## src/rtl/i2c_rm_pkg.sv

```systemverilog
// Shared types and constants for the I2C register master.
// Holds the word structs, configuration struct, phase enum and reset values.
// No dependencies.
package i2c_rm_pkg;

    // One tick word: an optional request plus the sampled SDA level.
    typedef struct packed {
        logic       req_valid;
        logic       func;
        logic [6:0] dev_addr;
        logic [7:0] sub_addr;
        logic [7:0] wr_data;
        logic       sda_in;
    } t_in_word;

    // One result word: line levels and status after the tick.
    typedef struct packed {
        logic       scl_out;
        logic       sda_pull_low;
        logic       busy_res;
        logic       done_res;
        logic       nack_error;
        logic [7:0] rd_data;
    } t_out_word;

    // Live configuration handed to the bus engine.
    typedef struct packed {
        logic [15:0] half_period_ticks;
        logic [7:0]  ack_timeout;
    } t_cfg;

    // Bus engine phases.
    typedef enum logic [3:0] {
        PH_IDLE      = 4'd0,
        PH_START_A   = 4'd1,
        PH_START_B   = 4'd2,
        PH_BIT_LOW   = 4'd3,
        PH_BIT_HIGH  = 4'd4,
        PH_ACK_LOW   = 4'd5,
        PH_ACK_HIGH  = 4'd6,
        PH_RD_LOW    = 4'd7,
        PH_RD_HIGH   = 4'd8,
        PH_NACK_LOW  = 4'd9,
        PH_NACK_HIGH = 4'd10,
        PH_RS_A      = 4'd11,
        PH_RS_B      = 4'd12,
        PH_STOP_A    = 4'd13,
        PH_STOP_B    = 4'd14,
        PH_STOP_C    = 4'd15
    } t_phase;

    // Which byte of the transfer is in flight.
    typedef logic [1:0] t_step;
    localparam t_step STEP_DEV  = 2'd0;
    localparam t_step STEP_REG  = 2'd1;
    localparam t_step STEP_DATA = 2'd2;
    localparam t_step STEP_READ = 2'd3;

    localparam logic FUNC_READ = 1'b1;

    // Configuration register indexes and widths.
    localparam int CFG_IDX_W  = 1;
    localparam int CFG_DATA_W = 16;
    localparam logic [CFG_IDX_W-1:0] CFG_HALF_PERIOD = 1'b0;
    localparam logic [CFG_IDX_W-1:0] CFG_ACK_TIMEOUT = 1'b1;

    localparam logic [15:0] HALF_PERIOD_RESET = 16'd500;
    localparam logic [7:0]  ACK_TIMEOUT_RESET = 8'd250;

    localparam logic [3:0] BITS_PER_BYTE = 4'd8;
    localparam int QUEUE_DEPTH_DEFAULT = 2;

endpackage

```

## src/rtl/i2c_rm_queue.sv

```systemverilog
// Front part of the I2C register master: accepts tick words into a short queue.
// Depends on i2c_rm_pkg for the word type.
// The queue lets the input and the bus engine stall independently.
module i2c_rm_queue
    import i2c_rm_pkg::*;
#(
    parameter int DEPTH = QUEUE_DEPTH_DEFAULT
) (
    input  logic     i_clk,
    input  logic     i_rst_n,
    input  logic     i_push_valid,
    output logic     o_push_ready,
    input  t_in_word i_push_word,
    output logic     o_pop_valid,
    input  logic     i_pop,
    output t_in_word o_pop_word
);

    localparam int PTR_W = $clog2(DEPTH);
    localparam int CNT_W = $clog2(DEPTH + 1);
    localparam logic [PTR_W-1:0] LAST_PTR = PTR_W'(DEPTH - 1);
    localparam logic [CNT_W-1:0] FULL_CNT = CNT_W'(DEPTH);

    t_in_word         r_mem [DEPTH];
    logic [PTR_W-1:0] r_wr_ptr;
    logic [PTR_W-1:0] r_rd_ptr;
    logic [CNT_W-1:0] r_count;
    logic [PTR_W-1:0] n_wr_ptr;
    logic [PTR_W-1:0] n_rd_ptr;
    logic [CNT_W-1:0] n_count;
    logic             push;
    logic             pop;

    assign o_push_ready = (r_count != FULL_CNT);
    assign o_pop_valid  = (r_count != '0);
    assign o_pop_word   = r_mem[r_rd_ptr];
    assign push = i_push_valid && o_push_ready;
    assign pop  = i_pop && o_pop_valid;

    // Pointer and fill count updates.
    always_comb begin
        n_wr_ptr = r_wr_ptr;
        n_rd_ptr = r_rd_ptr;
        n_count  = r_count;
        if (push) begin
            n_wr_ptr = (r_wr_ptr == LAST_PTR) ? '0 : r_wr_ptr + PTR_W'(1);
        end
        if (pop) begin
            n_rd_ptr = (r_rd_ptr == LAST_PTR) ? '0 : r_rd_ptr + PTR_W'(1);
        end
        if (push && !pop) begin
            n_count = r_count + CNT_W'(1);
        end else if (pop && !push) begin
            n_count = r_count - CNT_W'(1);
        end
    end

    always_ff @(posedge i_clk) begin
        if (!i_rst_n) begin
            r_wr_ptr <= '0;
            r_rd_ptr <= '0;
            r_count  <= '0;
        end else begin
            r_wr_ptr <= n_wr_ptr;
            r_rd_ptr <= n_rd_ptr;
            r_count  <= n_count;
        end
    end

    // Storage needs no reset; the fill count guards it.
    always_ff @(posedge i_clk) begin
        if (push) begin
            r_mem[r_wr_ptr] <= i_push_word;
        end
    end

endmodule

```

## src/rtl/i2c_rm_engine.sv

```systemverilog
// Back part of the I2C register master: the bus phase sequencer.
// Depends on i2c_rm_pkg. Takes one tick word per step and registers
// the resulting line levels and status in an output stage.
module i2c_rm_engine
    import i2c_rm_pkg::*;
(
    input  logic      i_clk,
    input  logic      i_rst_n,
    input  t_cfg      i_cfg,
    input  logic      i_word_valid,
    output logic      o_word_pop,
    input  t_in_word  i_word,
    output logic      o_out_valid,
    input  logic      i_out_ready,
    output t_out_word o_out_word
);

    t_phase      r_phase, n_phase;
    logic [15:0] r_tick, n_tick;
    logic [3:0]  r_bit, n_bit;
    t_step       r_step, n_step;
    logic [7:0]  r_shift, n_shift;
    logic [8:0]  r_polls, n_polls;
    logic        r_func, n_func;
    logic [6:0]  r_dev, n_dev;
    logic [7:0]  r_reg, n_reg;
    logic [7:0]  r_data, n_data;
    logic [7:0]  r_rd_byte, n_rd_byte;
    logic        r_err, n_err;
    logic        n_done;

    logic        r_out_valid;
    t_out_word   r_out_word;
    t_out_word   n_out_word;

    logic        step_en;
    logic [15:0] tick_inc;
    logic        seg_over;
    logic [15:0] tick_seg;
    logic [3:0]  bit_inc;
    logic [8:0]  polls_inc;

    // A step happens when a word waits and the output stage can take its result.
    assign step_en    = i_word_valid && (!r_out_valid || i_out_ready);
    assign o_word_pop = step_en;
    assign o_out_valid = r_out_valid;
    assign o_out_word  = r_out_word;

    // Segment timer: the segment ends when the count reaches the half period.
    assign tick_inc  = r_tick + 16'd1;
    assign seg_over  = (tick_inc >= i_cfg.half_period_ticks) || (tick_inc == 16'd0);
    assign tick_seg  = seg_over ? 16'd0 : tick_inc;
    assign bit_inc   = r_bit + 4'd1;
    assign polls_inc = r_polls + 9'd1;

    // Next state for one tick.
    always_comb begin
        n_phase   = r_phase;
        n_tick    = r_tick;
        n_bit     = r_bit;
        n_step    = r_step;
        n_shift   = r_shift;
        n_polls   = r_polls;
        n_func    = r_func;
        n_dev     = r_dev;
        n_reg     = r_reg;
        n_data    = r_data;
        n_rd_byte = r_rd_byte;
        n_err     = r_err;
        n_done    = 1'b0;
        case (r_phase)
            PH_IDLE: begin
                if (i_word.req_valid) begin
                    n_func    = i_word.func;
                    n_dev     = i_word.dev_addr;
                    n_reg     = i_word.sub_addr;
                    n_data    = i_word.wr_data;
                    n_tick    = 16'd0;
                    n_bit     = 4'd0;
                    n_step    = STEP_DEV;
                    n_polls   = 9'd0;
                    n_rd_byte = 8'd0;
                    n_err     = 1'b0;
                    n_phase   = PH_START_A;
                end
            end
            PH_START_A: begin
                n_tick = tick_seg;
                if (seg_over) begin
                    n_phase = PH_START_B;
                end
            end
            PH_START_B: begin
                n_tick = tick_seg;
                if (seg_over) begin
                    n_shift = {r_dev, (r_step == STEP_DATA)};
                    n_bit   = 4'd0;
                    n_phase = PH_BIT_LOW;
                end
            end
            PH_BIT_LOW: begin
                n_tick = tick_seg;
                if (seg_over) begin
                    n_phase = PH_BIT_HIGH;
                end
            end
            PH_BIT_HIGH: begin
                n_tick = tick_seg;
                if (seg_over) begin
                    n_shift = {r_shift[6:0], 1'b0};
                    if (bit_inc >= BITS_PER_BYTE) begin
                        n_bit   = 4'd0;
                        n_phase = PH_ACK_LOW;
                    end else begin
                        n_bit   = bit_inc;
                        n_phase = PH_BIT_LOW;
                    end
                end
            end
            PH_ACK_LOW: begin
                n_tick = tick_seg;
                if (seg_over) begin
                    n_polls = 9'd0;
                    n_phase = PH_ACK_HIGH;
                end
            end
            PH_ACK_HIGH: begin
                if (!i_word.sda_in) begin
                    // Slave acknowledged: move on to the next byte or phase.
                    n_tick  = 16'd0;
                    n_polls = 9'd0;
                    if (r_step == STEP_DEV) begin
                        n_step  = STEP_REG;
                        n_shift = r_reg;
                        n_bit   = 4'd0;
                        n_phase = PH_BIT_LOW;
                    end else if (r_step == STEP_REG) begin
                        if (r_func == FUNC_READ) begin
                            n_phase = PH_RS_A;
                        end else begin
                            n_step  = STEP_DATA;
                            n_shift = r_data;
                            n_bit   = 4'd0;
                            n_phase = PH_BIT_LOW;
                        end
                    end else if (r_step == STEP_DATA && r_func == FUNC_READ) begin
                        n_step  = STEP_READ;
                        n_bit   = 4'd0;
                        n_phase = PH_RD_LOW;
                    end else begin
                        n_phase = PH_STOP_A;
                    end
                end else begin
                    n_polls = polls_inc;
                    if (polls_inc > {1'b0, i_cfg.ack_timeout}) begin
                        n_err   = 1'b1;
                        n_polls = 9'd0;
                        n_tick  = 16'd0;
                        n_phase = PH_STOP_A;
                    end
                end
            end
            PH_RD_LOW: begin
                n_tick = tick_seg;
                if (seg_over) begin
                    n_phase = PH_RD_HIGH;
                end
            end
            PH_RD_HIGH: begin
                n_tick = tick_seg;
                if (seg_over) begin
                    n_rd_byte = {r_rd_byte[6:0], i_word.sda_in};
                    if (bit_inc >= BITS_PER_BYTE) begin
                        n_bit   = 4'd0;
                        n_phase = PH_NACK_LOW;
                    end else begin
                        n_bit   = bit_inc;
                        n_phase = PH_RD_LOW;
                    end
                end
            end
            PH_NACK_LOW: begin
                n_tick = tick_seg;
                if (seg_over) begin
                    n_phase = PH_NACK_HIGH;
                end
            end
            PH_NACK_HIGH: begin
                n_tick = tick_seg;
                if (seg_over) begin
                    n_phase = PH_STOP_A;
                end
            end
            PH_RS_A: begin
                n_tick = tick_seg;
                if (seg_over) begin
                    n_phase = PH_RS_B;
                end
            end
            PH_RS_B: begin
                n_tick = tick_seg;
                if (seg_over) begin
                    n_step  = STEP_DATA;
                    n_phase = PH_START_B;
                end
            end
            PH_STOP_A: begin
                n_tick = tick_seg;
                if (seg_over) begin
                    n_phase = PH_STOP_B;
                end
            end
            PH_STOP_B: begin
                n_tick = tick_seg;
                if (seg_over) begin
                    n_phase = PH_STOP_C;
                end
            end
            PH_STOP_C: begin
                n_tick = tick_seg;
                if (seg_over) begin
                    n_phase = PH_IDLE;
                    n_done  = 1'b1;
                end
            end
            default: begin
                n_phase = PH_IDLE;
                n_tick  = 16'd0;
            end
        endcase
    end

    // Line levels and status for the phase entered on this tick.
    always_comb begin
        n_out_word.scl_out      = 1'b1;
        n_out_word.sda_pull_low = 1'b0;
        case (n_phase)
            PH_START_B: begin
                n_out_word.sda_pull_low = 1'b1;
            end
            PH_BIT_LOW: begin
                n_out_word.scl_out      = 1'b0;
                n_out_word.sda_pull_low = !n_shift[7];
            end
            PH_BIT_HIGH: begin
                n_out_word.sda_pull_low = !n_shift[7];
            end
            PH_ACK_LOW, PH_RD_LOW, PH_NACK_LOW, PH_RS_A: begin
                n_out_word.scl_out = 1'b0;
            end
            PH_STOP_A: begin
                n_out_word.scl_out      = 1'b0;
                n_out_word.sda_pull_low = 1'b1;
            end
            PH_STOP_B: begin
                n_out_word.sda_pull_low = 1'b1;
            end
            default: begin
                n_out_word.scl_out = 1'b1;
            end
        endcase
        n_out_word.busy_res   = (n_phase != PH_IDLE);
        n_out_word.done_res   = n_done;
        n_out_word.nack_error = n_done && n_err;
        n_out_word.rd_data    = (n_done && (n_func == FUNC_READ) && !n_err)
                              ? n_rd_byte : 8'd0;
    end

    // Sequencer state advances once per consumed word.
    always_ff @(posedge i_clk) begin
        if (!i_rst_n) begin
            r_phase   <= PH_IDLE;
            r_tick    <= 16'd0;
            r_bit     <= 4'd0;
            r_step    <= STEP_DEV;
            r_shift   <= 8'd0;
            r_polls   <= 9'd0;
            r_func    <= 1'b0;
            r_dev     <= 7'd0;
            r_reg     <= 8'd0;
            r_data    <= 8'd0;
            r_rd_byte <= 8'd0;
            r_err     <= 1'b0;
        end else if (step_en) begin
            r_phase   <= n_phase;
            r_tick    <= n_tick;
            r_bit     <= n_bit;
            r_step    <= n_step;
            r_shift   <= n_shift;
            r_polls   <= n_polls;
            r_func    <= n_func;
            r_dev     <= n_dev;
            r_reg     <= n_reg;
            r_data    <= n_data;
            r_rd_byte <= n_rd_byte;
            r_err     <= n_err;
        end
    end

    // Output stage: holds a result word until the receiver takes it.
    always_ff @(posedge i_clk) begin
        if (!i_rst_n) begin
            r_out_valid <= 1'b0;
        end else if (step_en) begin
            r_out_valid <= 1'b1;
        end else if (i_out_ready) begin
            r_out_valid <= 1'b0;
        end
    end

    always_ff @(posedge i_clk) begin
        if (step_en) begin
            r_out_word <= n_out_word;
        end
    end

    // The sequencer returns to idle right after a completion is produced.
    assert property (@(posedge i_clk) disable iff (!i_rst_n)
        (step_en && n_done) |=> (r_phase == PH_IDLE))
        else $error("phase not idle after transfer completion");

    // The busy flag in a fresh result word matches the stored phase.
    assert property (@(posedge i_clk) disable iff (!i_rst_n)
        step_en |=> (r_out_word.busy_res == (r_phase != PH_IDLE)))
        else $error("busy flag disagrees with phase");

    // The bit counter is cleared before it reaches a full byte.
    assert property (@(posedge i_clk) disable iff (!i_rst_n)
        r_bit < BITS_PER_BYTE)
        else $error("bit counter overflow");

    // Error and read data are only reported together with completion.
    assert property (@(posedge i_clk) disable iff (!i_rst_n)
        (r_out_valid && (r_out_word.nack_error || (r_out_word.rd_data != 8'd0)))
        |-> r_out_word.done_res)
        else $error("status reported without completion");

endmodule

```

## src/rtl/i2c_register_master_unit.sv

```systemverilog
// I2C register master: one tick word in, one result word out.
// Input words carry an optional register read or write request and the
// sampled SDA level; each accepted word yields exactly one result word with
// the SCL and SDA drive levels, busy, a one-word done pulse, the ACK error
// flag and the byte read.
// Words pass a short input queue, then the bus sequencer, which advances one
// step per word, then a one-word output register. When nothing stalls, an
// accepted word is written into the queue, popped by the sequencer, and its
// result is registered in the output register, where it is offered; one word
// per cycle is sustained: each sequencer step is a 16-bit segment count and
// compare plus a phase decode, done combinationally.
// If the receiver stalls, the output register holds its word and the queue
// keeps accepting until it is full; then ready drops.
// Reset clears the queue, the output register and the sequencer to idle, and
// loads a half period of 500 ticks and an ACK timeout of 250 polls.
// Configuration writes take effect at the next edge and belong to idle
// periods. Depends on i2c_rm_pkg, i2c_rm_queue and i2c_rm_engine.
module i2c_register_master_unit
    import i2c_rm_pkg::*;
#(
    parameter int QUEUE_DEPTH = QUEUE_DEPTH_DEFAULT
) (
    input  logic                  i_clk,
    input  logic                  i_rst_n,
    input  logic                  i_in_valid,
    output logic                  o_in_ready,
    input  t_in_word              i_in_word,
    output logic                  o_out_valid,
    input  logic                  i_out_ready,
    output t_out_word             o_out_word,
    input  logic                  i_cfg_we,
    input  logic [CFG_IDX_W-1:0]  i_cfg_idx,
    input  logic [CFG_DATA_W-1:0] i_cfg_data
);

    logic [15:0] r_half_period;
    logic [7:0]  r_ack_timeout;
    t_cfg        cfg;
    logic        q_valid;
    logic        q_pop;
    t_in_word    q_word;

    // Configuration registers.
    always_ff @(posedge i_clk) begin
        if (!i_rst_n) begin
            r_half_period <= HALF_PERIOD_RESET;
            r_ack_timeout <= ACK_TIMEOUT_RESET;
        end else if (i_cfg_we) begin
            case (i_cfg_idx)
                CFG_HALF_PERIOD: r_half_period <= i_cfg_data[15:0];
                CFG_ACK_TIMEOUT: r_ack_timeout <= i_cfg_data[7:0];
                default: r_half_period <= r_half_period;
            endcase
        end
    end

    assign cfg.half_period_ticks = r_half_period;
    assign cfg.ack_timeout       = r_ack_timeout;

    // Input queue.
    i2c_rm_queue #(
        .DEPTH(QUEUE_DEPTH)
    ) u_queue (
        .i_clk        (i_clk),
        .i_rst_n      (i_rst_n),
        .i_push_valid (i_in_valid),
        .o_push_ready (o_in_ready),
        .i_push_word  (i_in_word),
        .o_pop_valid  (q_valid),
        .i_pop        (q_pop),
        .o_pop_word   (q_word)
    );

    // Bus sequencer with its output register.
    i2c_rm_engine u_engine (
        .i_clk        (i_clk),
        .i_rst_n      (i_rst_n),
        .i_cfg        (cfg),
        .i_word_valid (q_valid),
        .o_word_pop   (q_pop),
        .i_word       (q_word),
        .o_out_valid  (o_out_valid),
        .i_out_ready  (i_out_ready),
        .o_out_word   (o_out_word)
    );

endmodule
```

## config.mk

```make
export PLATFORM = sky130hd
export DESIGN_NAME = i2c_register_master_unit
export DESIGN_NICKNAME = d
export VERILOG_FILES = /design/src/rtl/i2c_rm_pkg.sv /design/src/rtl/i2c_rm_queue.sv /design/src/rtl/i2c_rm_engine.sv /design/src/rtl/i2c_register_master_unit.sv
export SDC_FILE = /design/constraint.sdc
export NUM_CORES = 1
export LEC_CHECK = 0
export ABC_AREA = 1
export BUFFER_PORTS_ARGS = -buffer_cell sky130_fd_sc_hd__buf_2
export CAP_MARGIN = 0
export CORE_ASPECT_RATIO = 0.7
export CORE_MARGIN = 3
export CORE_UTILIZATION = 40
export DETAILED_ROUTE_END_ITERATION = 10
export PLACE_DENSITY = 0.57
export SYNTH_ARGS = -nofsm -noshare
export SYNTH_HDL_FRONTEND = slang
export SYNTH_HIERARCHICAL = 1
export SYNTH_SLANG_ARGS = --single-unit
```

## constraint.sdc

```tcl
create_clock -name i_clk -period 4.9 [get_ports i_clk]
set_input_delay 0.98 -clock i_clk [delete_from_list [all_inputs] [get_ports i_clk]]
set_output_delay 0.98 -clock i_clk [all_outputs]
set_load 0.02 [all_outputs]
```

==> flow_summary.ini <==
[placement]
dpl_cell_area_mm2 = 0.00937
port_buffers = 62
dp_hpwl_mm = 14.5
dp.cells = 1404
dp_slack_ns = 1.04
place_congestion = 0.873

[power_and_ir_drop]
power.density_mw_per_mm2 = 572
power.leakage_nw = 4.47
total_power_mw = 5.68
ir_drop_mv = 0.328

[yosys]
synthesis.area_mm2 = 0.00885
yosysTopAreaCell = dfxtp_1
ys_seq_elements = 171
synth_most_common_cell = nand2_1
synth_enable_flop_cells = 65
yosysWarnings = 6
yosys.area.top_type_share_pct = 24.0
netlist_top_cells_count = nand2_1 (188), inv_1 (157), nor2_1 (154), dfxtp_1 (106), nand3_1 (73)
ys_types = 50
ys_seq_area_share_pct = 46.1
synth_top_flop_cell = dfxtp_1
syn-num-nets = 1164
syn_inst = 1087
yosys-top-cells-area = dfxtp_1 (24%), edfxtp_1 (22%), nand2_1 (8.0%)
synth_area_per_cell_um2 = 8.14
synthArstFlopShare_pct = 0

[hold_path]
hold_path.class = register to register

[timing]
setup_viol = 0
slew-limit-headroom_pct = 49.3
holdWs_ns = 0.447
drv_slew = 0
fmax_mhz = 259
clock-skew-final_ns = 0.00778
worst_slew_pin_slew_ns = 0.758
finalWorstPathRequiredPeriod_ns = 3.86
setup_tns_ns = 0
rsz0062_at_grt = no
fin_crit_sh_pct = 78.9
hold_viol_final = 0
setup_ws_ns = 1.04

[clock_tree]
tritoncts = built
htree_levels = 4
clkLatencyLatePin_ns = 0.43
cts_buffer_depth = 2
hold_buffers = 0
path_clk_slew_ns = 0.07
cts_buffers = 17
postCtsSetupBuffers = 0
cts_sinks = 171
cts-root-buf = clkbuf_16
cts_resized = 0

[global_routing]
antenna_found_initial = 0
overflow = 0
grt_max_degree = 69
track_usage_pct = 17.3
grt_pass1_wl_mm = 33.3
grt_pass1_vias = 6416

[setup_path]
path_max_fanout = 37
reg2regPathDepth = 22
required_ns = 5.08
endpoint_kind = register
start_kind = register
crit_start = u_engine/r_tick[0]
r2r_start = u_engine/r_tick[0]
crit_path_end = u_engine/o_out_word[11]
timing.reg2reg.setup_slack_ns = 1.04
critPathKind = register to register
arrival_ns = 4.05
r2r-end = u_engine/o_out_word[11]

[layout]
largest_reg_flops = 52
area_growth_pct = 12.4
nNetsFinal = 1224
drive_above_1_share_pct = 15.2
diodes = 0
top_register = u_queue/r_mem
final_cells = 1436
largestRegisters = u_queue/r_mem x52, r_half_period x16, u_engine/r_tick x16
post-route-util_pct = 46.9
design_area_mm2 = 0.00994
fillers = 2117

[detailed_routing]
ant_nets = 0
vias_per_cell = 4.93
dr.pass1.iters = 5
drc = 0
drt_iter0_markers = 573
vias = 7077
wl_mm = 20.2
wl_per_cell_um = 14.1

[die]
die_area_mm2 = 0.0240
die_w_um = 184
dieHeight_um = 130
top_level_ports = 63
core_area_mm2 = 0.0212
num_rows = 44
start_util_pct = 41.7

[job]
drv_cap = 0

[status]
status = completed
-- cell families (layout without fill, tap and decap cells) --
group,count (synthesis),count (layout),synth area share [%]
flops,171,171,46.1
buf+inv,196,269,9.48
mux,26,26,4.16
compound gates,185,185,11.9
fa+ha+maj,29,29,4.10
simple gates,472,472,23.5
xor+xnor,8,8,0.792
-- worst min path at each step --
stage | from | endpoint | slack, ns | cells after the start
floorplan | u_engine/r_shift[4] | u_engine/r_shift[4] | 0.42 | 2
global placement | u_engine/r_polls[8] | u_engine/r_polls[8] | 0.44 | 2
detailed placement | u_engine/r_shift[3] | u_engine/r_shift[3] | 0.44 | 2
CTS | u_engine/r_polls[8] | u_engine/r_polls[8] | 0.45 | 2
global route | u_engine/r_reg[1] | u_engine/r_reg[1] | 0.48 | 2
finish | u_engine/r_polls[8] | u_engine/r_polls[8] | 0.45 | 2
-- area by class of cell --
class                   count  area, um^2  share of cell area, %
flip-flops and latches    171        4070                   41.0
repair buffers             72         385                   3.88
multi-input cells         720        3940                   39.6
well taps                 276         345                   3.47
clock inverters            14         125                   1.26
clock buffers              18         450                   4.53
inverters                 165         622                   6.26
-- routing by layer --
| layer | track usage (%) | part of all wire, % | wire length (um) |
|---|---|---|---|
| met1 | 28.0 | 56 | 11300 |
| met2 | 23.5 | 38 | 7710 |
| met3 | 3.60 | 5.1 | 1020 |
| met4 | 3.55 | 0.77 | 156 |
| met5 | 0 | 0 | 0 |
-- power breakdown --
| part | switching, mW | leakage [nW] | internal (mW) |
|---|---|---|---|
| clock | 0.610 | 0.281 | 0.700 |
| sequential | 0.204 | 1.48 | 1.86 |
| combinational | 1.56 | 2.71 | 0.751 |
| total | 2.37 | 4.47 | 3.31 |
-- critical path, cell delays in order (launching register included) --
cell	delay (ns)
dfxtp_1	0.48
ha_1	0.29
nand3_1	0.19
nor2_1	0.20
nand4_1	0.10
nand2_1	0.12
inv_1	0.07
ha_1	0.28
nand4_1	0.10
inv_1	0.05
a21o_1	0.18
nor3_2	0.51
nand2_8	0.26
nand2_1	0.12
nand2_1	0.05
nor2_1	0.13
nand2_1	0.14
nand3_2	0.11
inv_1	0.05
nand2_1	0.05
nand2_1	0.05
nand2_1	0.05
nand2_1	0.05
-- cell usage in the layout, fill, tap and decap left out, drive strengths merged, types with 10 or more instances in the layout --
cell    instances
nand4          16
o21ai          71
nand3          80
inv           173
mux2           26
o211ai         10
clkbuf         18
nand2         198
buf            72
a21oi          74
nor2          165
nor3           11
edfxtp         65
dfxtp         106
ha             29
Power figures use the tool's default switching activity.
